$ cat config.mk
export PLATFORM = sky130hd
export DESIGN_NAME = lcg_all_pole_shaped_noise
export DESIGN_NICKNAME = d
export VERILOG_FILES = /design/src/sv/lapn_pkg.sv /design/src/sv/lapn_vram.sv /design/src/sv/lapn_mac.sv /design/src/sv/lcg_all_pole_shaped_noise.sv
export VERILOG_INCLUDE_DIRS = /design/src /design/src/sv
export SDC_FILE = /design/constraint.sdc
export NUM_CORES = 2
export LEC_CHECK = 0
export ABC_AREA = 1
export BUFFER_PORTS_ARGS = -buffer_cell sky130_fd_sc_hd__buf_4
export CAP_MARGIN = 20
export CORE_MARGIN = 2
export CORE_UTILIZATION = 55
export CTS_CLUSTER_SIZE = 16
export DETAILED_ROUTE_END_ITERATION = 7
export PLACE_DENSITY = 0.81
export SLEW_MARGIN = 20
export SYNTH_ARGS = -nofsm -noshare
export SYNTH_HDL_FRONTEND = slang
export SYNTH_HIERARCHICAL = 1
export SYNTH_SLANG_ARGS = --single-unit
export TNS_END_PERCENT = 20
$ cat constraint.sdc
create_clock -name clk -period 6.65 [get_ports clk]
set_input_delay 0.665 -clock clk [delete_from_list [all_inputs] [get_ports clk]]
set_output_delay 0.665 -clock clk [all_outputs]
set_load 0.02 [all_outputs]
$ cat src/sv/lcg_all_pole_shaped_noise_defines.svh
// Assertion macros for the shaped-noise source
`ifndef LCG_ALL_POLE_SHAPED_NOISE_DEFINES_SVH
`define LCG_ALL_POLE_SHAPED_NOISE_DEFINES_SVH

// same-cycle implication
`define LAPN_ASSERT_NOW(label, ante, cons, msg) \
  label: assert property (@(posedge clk) disable iff (!rst_n) (ante) |-> (cons)) \
    else $error(msg);

// next-cycle implication
`define LAPN_ASSERT_NXT(label, ante, cons, msg) \
  label: assert property (@(posedge clk) disable iff (!rst_n) (ante) |=> (cons)) \
    else $error(msg);

`endif

$ cat src/sv/lapn_pkg.sv
// Types and constants shared by the shaped-noise source
`timescale 1ns / 1ps
package lapn_pkg;

  localparam int DATA_W  = 16;
  localparam int ACC_W   = 24;
  localparam int SEED_W  = 32;
  localparam int ORD_W   = 5;
  localparam int TAP_W   = 4;
  localparam int REQ_W   = 2;

  localparam logic [SEED_W-1:0] LCG_MUL      = 32'd1664525;
  localparam logic [SEED_W-1:0] LCG_ADD      = 32'd1013904223;
  localparam logic [SEED_W-1:0] SEED_RESET   = 32'd12345;
  localparam logic [DATA_W-1:0] NOISE_OFFSET = 16'd16384;
  localparam logic [ORD_W-1:0]  ORDER_RESET  = 5'd16;

  typedef enum logic [REQ_W-1:0] {
    REQ_GEN  = 2'd0,
    REQ_COEF = 2'd1,
    REQ_SEED = 2'd2,
    REQ_CLR  = 2'd3
  } req_t;

  typedef struct packed {
    logic init;
    logic mul_en;
    logic acc_en;
  } mac_ctl_t;

endpackage

$ cat src/sv/lapn_vram.sv
// Synchronous word memory with per-entry valid bits; unwritten entries read as zero
`timescale 1ns / 1ps
module lapn_vram import lapn_pkg::*; #(
  parameter int DEPTH = 16,
  parameter int AW    = (DEPTH > 1) ? $clog2(DEPTH) : 1
) (
  input  logic              clk,
  input  logic              rst_n,
  input  logic              clr,
  input  logic              we,
  input  logic [AW-1:0]     waddr,
  input  logic [DATA_W-1:0] wdata,
  input  logic [AW-1:0]     raddr,
  output logic [DATA_W-1:0] rdata
);

  logic [DATA_W-1:0] mem [DEPTH];
  logic [DEPTH-1:0]  vld_r;
  logic [DATA_W-1:0] rd_r;
  logic              rd_vld_r;

  always_ff @(posedge clk) begin
    if (we) begin
      mem[waddr] <= wdata;
    end
    rd_r     <= mem[raddr];
    rd_vld_r <= vld_r[raddr];
  end

  always_ff @(posedge clk) begin
    if (!rst_n) begin
      vld_r <= '0;
    end else if (clr) begin
      vld_r <= '0;
    end else if (we) begin
      vld_r[waddr] <= 1'b1;
    end
  end

  assign rdata = rd_vld_r ? rd_r : '0;

endmodule

$ cat src/sv/lapn_mac.sv
// Tap multiplier and feedback accumulator
`timescale 1ns / 1ps
module lapn_mac import lapn_pkg::*; (
  input  logic                     clk,
  input  mac_ctl_t                 ctl,
  input  logic signed [DATA_W-1:0] white,
  input  logic signed [DATA_W-1:0] coef,
  input  logic signed [DATA_W-1:0] hist,
  output logic signed [DATA_W-1:0] y
);

  logic signed [2*DATA_W-1:0] mul_r;
  logic        [ACC_W-1:0]    acc_r;

  always_ff @(posedge clk) begin
    if (ctl.mul_en) begin
      mul_r <= coef * hist;
    end
    if (ctl.init) begin
      acc_r <= {white, 8'd0};
    end else if (ctl.acc_en) begin
      acc_r <= acc_r - mul_r[30:7];
    end
  end

  assign y = acc_r[23:8];

endmodule

$ cat src/sv/lcg_all_pole_shaped_noise.sv
// Top level: request decode, tap sequencer and output register of the shaped-noise source
// Generate word with active order n: the tap loop reads one coefficient and one history entry
// a cycle, the result is then registered, and the next word can be accepted in the cycle after;
// a stalled earlier result holds the finish. Coefficient, seed and clear words leave the source
// idle and give no result.
// Synchronous active-low reset: seed 12345, order 16, coefficients and history read as zero.
`timescale 1ns / 1ps
`include "lcg_all_pole_shaped_noise_defines.svh"
module lcg_all_pole_shaped_noise import lapn_pkg::*; #(
  parameter int MAX_ORDER = 16
) (
  input  logic                     clk,
  input  logic                     rst_n,
  input  logic                     cfg_wr_en,
  input  logic [ORD_W-1:0]         cfg_wr_data,
  input  logic                     in_valid,
  output logic                     in_stall,
  input  logic [REQ_W-1:0]         in_req_type,
  input  logic [TAP_W-1:0]         in_tap_index,
  input  logic signed [DATA_W-1:0] in_coeff_value,
  input  logic [SEED_W-1:0]        in_seed_value,
  output logic                     out_valid,
  input  logic                     out_stall,
  output logic signed [DATA_W-1:0] out_noise_sample
);

  localparam int AW    = (MAX_ORDER > 1) ? $clog2(MAX_ORDER) : 1;
  localparam int CNT_W = $clog2(MAX_ORDER + 1);

  typedef enum logic [1:0] {ST_IDLE, ST_RUN, ST_FIN} state_t;

  state_t               state_r, state_nxt;
  logic [ORD_W-1:0]     filter_order_r;
  logic [SEED_W-1:0]    seed_r;
  logic [CNT_W-1:0]     ord_r, iss_r, ord_clamp;
  logic [AW-1:0]        rd_idx_r;
  logic                 rd_vld_r, mul_vld_r, init_r;
  logic [DATA_W-1:0]    hold_r;
  logic                 out_valid_r;
  logic [DATA_W-1:0]    out_r;

  logic                 accept, issue, fin_go, wb;
  req_t                 req;
  logic                 coef_we, hist_we, hist_clr;
  logic [AW-1:0]        rd_addr, coef_waddr, hist_waddr;
  logic [DATA_W-1:0]    hist_wdata, coef_rdata, hist_rdata;
  logic signed [DATA_W-1:0] white, y;
  mac_ctl_t             ctl;

  assign req      = req_t'(in_req_type);
  assign in_stall = (state_r != ST_IDLE);
  assign accept   = in_valid && !in_stall;
  assign issue    = (state_r == ST_RUN) && (iss_r < ord_r);
  assign fin_go   = (state_r == ST_FIN) && !(out_valid_r && out_stall);
  assign wb       = rd_vld_r && (rd_idx_r != '0);
  assign rd_addr  = iss_r[AW-1:0];

  always_comb begin
    if (int'(filter_order_r) > MAX_ORDER) begin
      ord_clamp = CNT_W'(MAX_ORDER);
    end else begin
      ord_clamp = CNT_W'(filter_order_r);
    end
  end

  assign coef_we    = accept && (req == REQ_COEF) && (int'(in_tap_index) < MAX_ORDER);
  assign coef_waddr = AW'(in_tap_index);
  assign hist_clr   = accept && (req == REQ_CLR);
  assign hist_we    = fin_go || wb;
  assign hist_waddr = fin_go ? '0 : rd_idx_r;
  assign hist_wdata = fin_go ? y : hold_r;

  assign white = seed_r[31:16] - NOISE_OFFSET;

  assign ctl.init   = (state_r == ST_RUN) && init_r;
  assign ctl.mul_en = rd_vld_r;
  assign ctl.acc_en = mul_vld_r;

  always_comb begin
    state_nxt = state_r;
    unique case (state_r)
      ST_IDLE: begin
        if (accept && (req == REQ_GEN)) begin
          state_nxt = ST_RUN;
        end
      end
      ST_RUN: begin
        if ((iss_r == ord_r) && !rd_vld_r) begin
          state_nxt = ST_FIN;
        end
      end
      ST_FIN: begin
        if (fin_go) begin
          state_nxt = ST_IDLE;
        end
      end
      default: state_nxt = ST_IDLE;
    endcase
  end

  always_ff @(posedge clk) begin
    if (!rst_n) begin
      state_r        <= ST_IDLE;
      filter_order_r <= ORDER_RESET;
      seed_r         <= SEED_RESET;
      iss_r          <= '0;
      ord_r          <= '0;
      rd_vld_r       <= 1'b0;
      mul_vld_r      <= 1'b0;
      init_r         <= 1'b0;
      out_valid_r    <= 1'b0;
    end else begin
      state_r   <= state_nxt;
      rd_vld_r  <= issue;
      mul_vld_r <= rd_vld_r;
      if (cfg_wr_en) begin
        filter_order_r <= cfg_wr_data;
      end
      if (accept && (req == REQ_SEED)) begin
        seed_r <= in_seed_value;
      end else if (accept && (req == REQ_GEN)) begin
        seed_r <= SEED_W'(seed_r * LCG_MUL + LCG_ADD);
      end
      if (accept && (req == REQ_GEN)) begin
        iss_r  <= '0;
        ord_r  <= ord_clamp;
        init_r <= 1'b1;
      end else if (state_r == ST_RUN) begin
        init_r <= 1'b0;
        if (issue) begin
          iss_r <= iss_r + 1'b1;
        end
      end
      if (fin_go) begin
        out_valid_r <= 1'b1;
      end else if (!out_stall) begin
        out_valid_r <= 1'b0;
      end
    end
  end

  always_ff @(posedge clk) begin
    if (issue) begin
      rd_idx_r <= rd_addr;
    end
    if (rd_vld_r) begin
      hold_r <= hist_rdata;
    end
    if (fin_go) begin
      out_r <= y;
    end
  end

  lapn_vram #(.DEPTH(MAX_ORDER), .AW(AW)) u_coef_mem (
    .clk   (clk),
    .rst_n (rst_n),
    .clr   (1'b0),
    .we    (coef_we),
    .waddr (coef_waddr),
    .wdata (in_coeff_value),
    .raddr (rd_addr),
    .rdata (coef_rdata)
  );

  lapn_vram #(.DEPTH(MAX_ORDER), .AW(AW)) u_hist_mem (
    .clk   (clk),
    .rst_n (rst_n),
    .clr   (hist_clr),
    .we    (hist_we),
    .waddr (hist_waddr),
    .wdata (hist_wdata),
    .raddr (rd_addr),
    .rdata (hist_rdata)
  );

  lapn_mac u_mac (
    .clk   (clk),
    .ctl   (ctl),
    .white (white),
    .coef  (coef_rdata),
    .hist  (hist_rdata),
    .y     (y)
  );

  assign out_valid        = out_valid_r;
  assign out_noise_sample = out_r;

  `LAPN_ASSERT_NOW(a_idle_pipe_empty, !in_stall, !rd_vld_r && !mul_vld_r,
                   "tap pipeline busy while idle")
  `LAPN_ASSERT_NOW(a_iss_bound, state_r == ST_RUN, iss_r <= ord_r,
                   "tap counter beyond active order")
  `LAPN_ASSERT_NOW(a_no_rw_clash, hist_we && issue, hist_waddr != rd_addr,
                   "history write and read hit the same entry")
  `LAPN_ASSERT_NXT(a_fin_loads, fin_go, out_valid_r,
                   "finished word not presented")

endmodule

* Word level (Yosys, flattened, before mapping) *
Memories as Yosys holds them, arrays and structs flattened. A register that Yosys moved wholly into a read port is not among the register bits.
Cells that the tools add are included.
Widths: inputs -> output; s select.

storage, ports and cells
  bits in writable memories = 512
  output and inout bits = 18
  memories kept = 2
  bits in registers = 178
  logic and storage cells = 104
  input port bits = 64

operators by class
  $mul = 2
  $add $sub $neg = 4
  mux-type cells = 29
  magnitude comparators = 7
  reduce and logical (&&, ||, !) cells = 28
  equal/unequal tests = 10
  bitwise operators = 3

memories
  name            depth  bits a word  read ports  clocked after memory_dff  wr ports  line             source
  u_coef_mem.mem  16     16           1           1                         1         lapn_vram.sv:17  logic [DATA_W-1:0] mem [DEPTH];
  u_hist_mem.mem  16     16           1           1                         1         lapn_vram.sv:17

operator list
  kind                    count
  $mux 32                 2
  $mux 16                 3
  $mux 24                 2
  $add 32x30->32 const B  1
  $mul 32x21->32 const B  1
  $or 16x16->16           2
  $mul 16x16->31          1
  $sub 24x24->24          1
  $sub 16x15->16 const B  1
  $lt 4x5->1 const B      3
  $logic_and 1x1->1       13
  $mux 1                  12
  $bmux 1 s4              2
  $demux 1 s4             2
  $ge 4x1->1 const B      2
  $reduce_bool 2->1       4
  $eq 2x2->1 const B      3
  $mux 2                  3
  $pmux 2 s3              1
  $add 5x1->5 const B     1
  $eq 5x5->1              1
  $gt 5x5->1 const B      1
  $lt 5x5->1              1
  $mux 5                  1
  other kinds (12)        19

* Logic depth before layout (Yosys ltp) *
  word-level depth = 9
  gate-level depth with buffers = 33
  mapped depth without buffers = 29

* Modules after synthesis *
Netlist, hierarchy kept.

by module, submodules not included
  module                     cells each  instances  area an instance (µm²)
  lapn_mac                   1905        1          13923.4
  lapn_vram at u_coef_mem    1216        1          12165.4
  lapn_vram at u_hist_mem    1216        1          12160.4
  lcg_all_pole_shaped_noise  1343        1          11198.2

* Worst setup path before layout *
Ideal clock, no wire load.

  path type = register to register
  start = reg u_hist_mem.rd_vld_r
  end = reg u_mac.mul_r[30] (data pin)
  arrival time = 6.047 ns
  path slack = 0.351 ns
  stages on the path, launching flop included = 25
  path buffers = 4
  library setup time = 0.252 ns
  clock period less this slack = 6.299 ns
  path through = dfxtp_1 > clkbuf_1 > clkbuf_1 > nand2_1 > inv_1 > clkbuf_1 > clkbuf_1 > nand2_1 > fa_1 > inv_1 > fa_1 > inv_1 > fa_1 > fa_1 > fa_1 > fa_1 > inv_1 > ha_1 > nand2_1 > nor3_1 > nand2_1 > nor2_1 > nor2_1 > nand3_1 > nand2_1

on the way
  word-level cells in the longest chain between the ends = 2

RTL lines
  item                    line                             source
  start, declared         lapn_vram.sv:20                  logic rd_vld_r;
  start signal, assigned  lapn_vram.sv:27                  rd_vld_r <= vld_r[raddr];
  $mux 16                 lapn_vram.sv:40                  assign rdata = rd_vld_r ? rd_r : '0;
  via hist_rdata[7]       lcg_all_pole_shaped_noise.sv:46  logic [DATA_W-1:0] hist_wdata, coef_rdata, hist_rdata;
  $mul 16x16->31          lapn_mac.sv:17                   mul_r <= coef * hist;
  end signal, assigned    lapn_mac.sv:17
  end, declared           lapn_mac.sv:12                   logic signed [2*DATA_W-1:0] mul_r;

The timed path passes the listed nets, and every way through them passes these cells.
A chain may end at the register's enable or synchronous reset.

* Worst setup path in the final report *
  start = reg u_coef_mem.rd_vld_r
  end = reg u_mac.mul_r[22] (data pin)

on the way
  word-level cells in the longest chain between the ends = 2

RTL lines
  item                    line
  start, declared         lapn_vram.sv:20
  start signal, assigned  lapn_vram.sv:27
  $mux 16                 lapn_vram.sv:40
  via coef_rdata[1]       lcg_all_pole_shaped_noise.sv:46
  $mul 16x16->31          lapn_mac.sv:17

The timed path passes the listed nets, and every way through them passes these cells.

==> flow_summary.toml <==
[floorplan]
die_x_um = 303.8
num_io_pins = 82
fp.dieH_um = 303.8
dieArea_um2 = 92320
num_rows = 109
core_um2 = 88780
start_util_pct = 55.69

[yosys]
synth_area_leaders = "edfxtp_1 (36%), fa_1 (16%), nand2_1 (12%)"
synth_largest_area_cell = "edfxtp_1"
synth_nets = 6403
synth_seq_cells = 715
synthArstFlopShare_pct = 0
postSynthCellCount = 5680
synth_area_per_cell_um2 = 8.706
ys.flop_type = "edfxtp_1"
synth_area_um2 = 49450
synth_cell_type_count = 57
yosysWarnings = 6
ys_seq_area_share_pct = 40.85
synth_top_area_share_pct = 35.71
synth_edf_count = 588

[route]
wire_per_inst_um = 18.89
drc_errors = 1
drt_iter0_drc = 4351
vias = 37750
wl_um = 131000
post_drt_via_cell_ratio = 5.444
dr.pass1.iters = 8
ant_nets = 0

[clocking]
clockBufferDepth = 3
clk_pin_slew_ps = 60
cts_tree = "yes"
clkLatencyLatePin_ps = 660
ctsHtreeMaxLevel = 3
cts_sinks = 715
cts_root_buffer = "clkbuf_16"
cts_made_buffers = 75

[sta]
rsz0062_at_grt = "no"
tns_ps = 0
tightest_slew_ps = 1169
setup_ws_ps = 305.9
drv_slew = 0
slew_headroom_pct = 22.10
min_period_ps = 6344
fin_crit_sh_pct = 95.40
finalSetupViolCount = 0
worst_clock_skew_ps = 68.67
timing.fmax_mhz = 157.6
final_hold_viol_count = 0

[placed_design]
place_congestion = 0.9716
port_buffers = 81
dp_slack_ps = 353.9
dp_hpwl_um = 93050

[critical_path]
crit_family = "adder cells"
worstSetupEndpointType = "flip-flop"
critPathLaunchType = "flip-flop"
max_stage_delay_ps = 540
path_buf_inv = 4
path_cells = "buf_4 -> nand2_1 -> inv_1 -> nand2_1 -> fa_1 -> fa_1 -> fa_1 -> fa_1 -> fa_1 -> fa_1 -> inv_1 -> ha_1 -> nand2_1 -> inv_1 -> nand2_1 -> nor2_1 -> nand4_1 -> nand2_1 -> xor2_1"
cp_common_cell = "fa_1"
cp_max_fo = 15
cp_data_arrival_time_ps = 6780
cp_data_required_time_ps = 7090
crit_slowest_cell = "fa_1"
crit_type = "reg -> reg"

[hold_path]
hp-class = "in -> reg"

[grt]
grt_max_degree = 209
grt-ovfl-total = 0
grt_pass1_vias = 37430
grt_pass1_wl_um = 203100
grt_usage_pct = 28.15
antenna_found_initial = 4

[outcome]
violations = "design-rule violations"
status = "finished, violations left"

[layout]
nNetsFinal = 6430
fin_util_pct = 60.61
seq_area_um2 = 20210
n_fill_cell = 6967
drive_gt1_share_pct = 6.120
multi_input_area_um2 = 22970
syn_to_final_growth_pct = 8.826

[run]
drv_cap = 0

[power]
p_per_area_nw_per_um2 = 496.3
p_leak_nw = 26.59
irDropWorstVdd_mv = 1.160
-- what timing repair did --
item / in CTS / in global routing
hold buffers: 0 / 0
hold endpoints to repair: 0 / 0
buffers inserted: 0 / 0
gates resized for setup: 0 / 3
endpoints found under the setup margin: 0 / 5
-- per-layer routing --
layer / vias to the layer above / global-route usage [%] / part of all wire (%)
met5: - / 0 / 0
met4: 0 / 10.96 / 4.0
met3: 360 / 5.161 / 10
met2: 2088 / 44.52 / 46
met1: 17910 / 38.81 / 40
li1: 17400 / - / -
-- synth_stat cells (3+ instances only) --
cell type and n:
xnor2_1 18, or2_1 7, ha_1 266, nor2_4 5, fa_1 393, nand4_1 28, o21ai_1 8, nor4_1 3
nor2_2 8, nand3b_1 5, dfxtp_1 127, buf_4 29, clkbuf_1 101, nor2_1 183, edfxtp_1 588, nand3_2 5
nor3_1 23, buf_1 11, o21a_1 6, xor2_1 20, a21o_1 6, o211ai_1 3, nand3_1 523, o21ai_0 68
or2_2 10, nand2_2 6, clkinv_1 6, a22o_1 3, nand2_1 1547, a31oi_1 16, inv_1 1406, inv_2 12
o21bai_1 14, buf_2 58, buf_6 3, a21oi_1 134, o21ai_2 4
-- flip-flops by register name, summed over array words and instances, names as in the netlist, 16 cells and up --
signal / cells
u_mac/acc_r: 24
u_hist_mem/mem: 256
u_mac/mul_r: 24
seed_r: 32
hold_r: 16
u_hist_mem/vld_r: 16
u_hist_mem/rd_r: 16
u_coef_mem/mem: 256
out_noise_sample: 16
u_coef_mem/vld_r: 16
u_coef_mem/rd_r: 16
-- final timing paths --
path | depth (start not counted) | end | slack [ps] | from
max | 19 | u_mac/mul_r[22]$_DFFE_PP_ | 310 | u_coef_mem/rd_vld_r$_DFF_P_
min | 3 | filter_order_r[4]$_SDFFE_PN1P_ | 240 | cfg_wr_data[4]
max reg2reg | 19 | u_mac/mul_r[22]$_DFFE_PP_ | 310 | u_coef_mem/rd_vld_r$_DFF_P_
min reg2reg | 2 | u_hist_mem/vld_r[11]$_SDFFE_PP0P_ | 460 | u_hist_mem/vld_r[11]$_SDFFE_PP0P_
-- kinds of logic (layout without fill, tap and decap cells) --
kind of cell | after synthesis | after routing | share of synthesized area (%)
AO/OA/AOI/OAI | 278 | 278 | 3.201
XOR/XNOR | 38 | 38 | 0.6731
adder cells (fa/ha/maj) | 659 | 659 | 22.64
buffers and inverters | 1629 | 1717 | 12.79
flip-flops | 715 | 715 | 40.85
other | 1 | 3 | 0.007584
AND/OR/NAND/NOR | 2360 | 2360 | 19.84
-- through the flow --
step / cells / power [mW] / hold slack [ps] / cell area, µm²
3_5_place_dp: 6795 / 21.97 / 449.1 / 51160
6_report: 6935 / 26.71 / 241.6 / 53810
5_1_grt: 6933 / 29.14 / 244.9 / 53810
3_3_place_gp: 6795 / 21.59 / 441.4 / 51150
2_1_floorplan: 5680 / 17.62 / 432.2 / 49450
4_1_cts: 6933 / 26.46 / 213.1 / 53790
-- worst reg2reg max path: stages, from the launching register on --
cell and delay, ps:
dfxtp_1 470, buf_4 220, nand2_1 70, inv_1 500
nand2_1 170, fa_1 530, fa_1 520, fa_1 520
fa_1 530, fa_1 530, fa_1 540, inv_1 40
ha_1 380, nand2_1 110, inv_1 100, nand2_1 100
nor2_1 260, nand4_1 170, nand2_1 160, xor2_1 220
-- layout by cell type, fill, tap and decap left out, drive strengths merged, types with 3 or more instances in the layout --
| cell | netlist | layout |
|---|---|---|
| nand2 | 1553 | 1553 |
| inv | 1419 | 1420 |
| edfxtp | 588 | 588 |
| nand3 | 528 | 528 |
| fa | 393 | 393 |
| ha | 266 | 266 |
| nor2 | 196 | 196 |
| buf | 101 | 154 |
| a21oi | 136 | 136 |
| dfxtp | 127 | 127 |
| clkbuf | 103 | 94 |
| o21ai | 80 | 80 |
| clkinv | 6 | 32 |
| nand4 | 28 | 28 |
| nor3 | 25 | 25 |
| xor2 | 20 | 20 |
| xnor2 | 18 | 18 |
| or2 | 17 | 17 |
| a31oi | 16 | 16 |
| o21bai | 16 | 16 |
| bufinv | 0 | 9 |
| clkinvlp | 0 | 8 |
| o21a | 6 | 6 |
| a21o | 6 | 6 |
| nand3b | 5 | 5 |
| nor4 | 3 | 3 |
| a22o | 3 | 3 |
| o211ai | 3 | 3 |
-- cell type report --
cell class,count,share of cell area [%]
sequential,715,37.56
timing repair buffer,154,2.172
clock buffer,94,3.750
inverter,1425,9.975
multi-input combinational,3336,42.69
clock inverter,44,1.137
antenna,2,0.009301
tap,1165,2.709
-- report_power, final --
part / internal [mW] / total (mW) / switching (mW)
combinational: 6.34 / 17.3 / 11.0
sequential: 4.89 / 4.99 / 0.104
clock: 2.55 / 4.41 / 1.86
(Power assumes the default switching activity.)
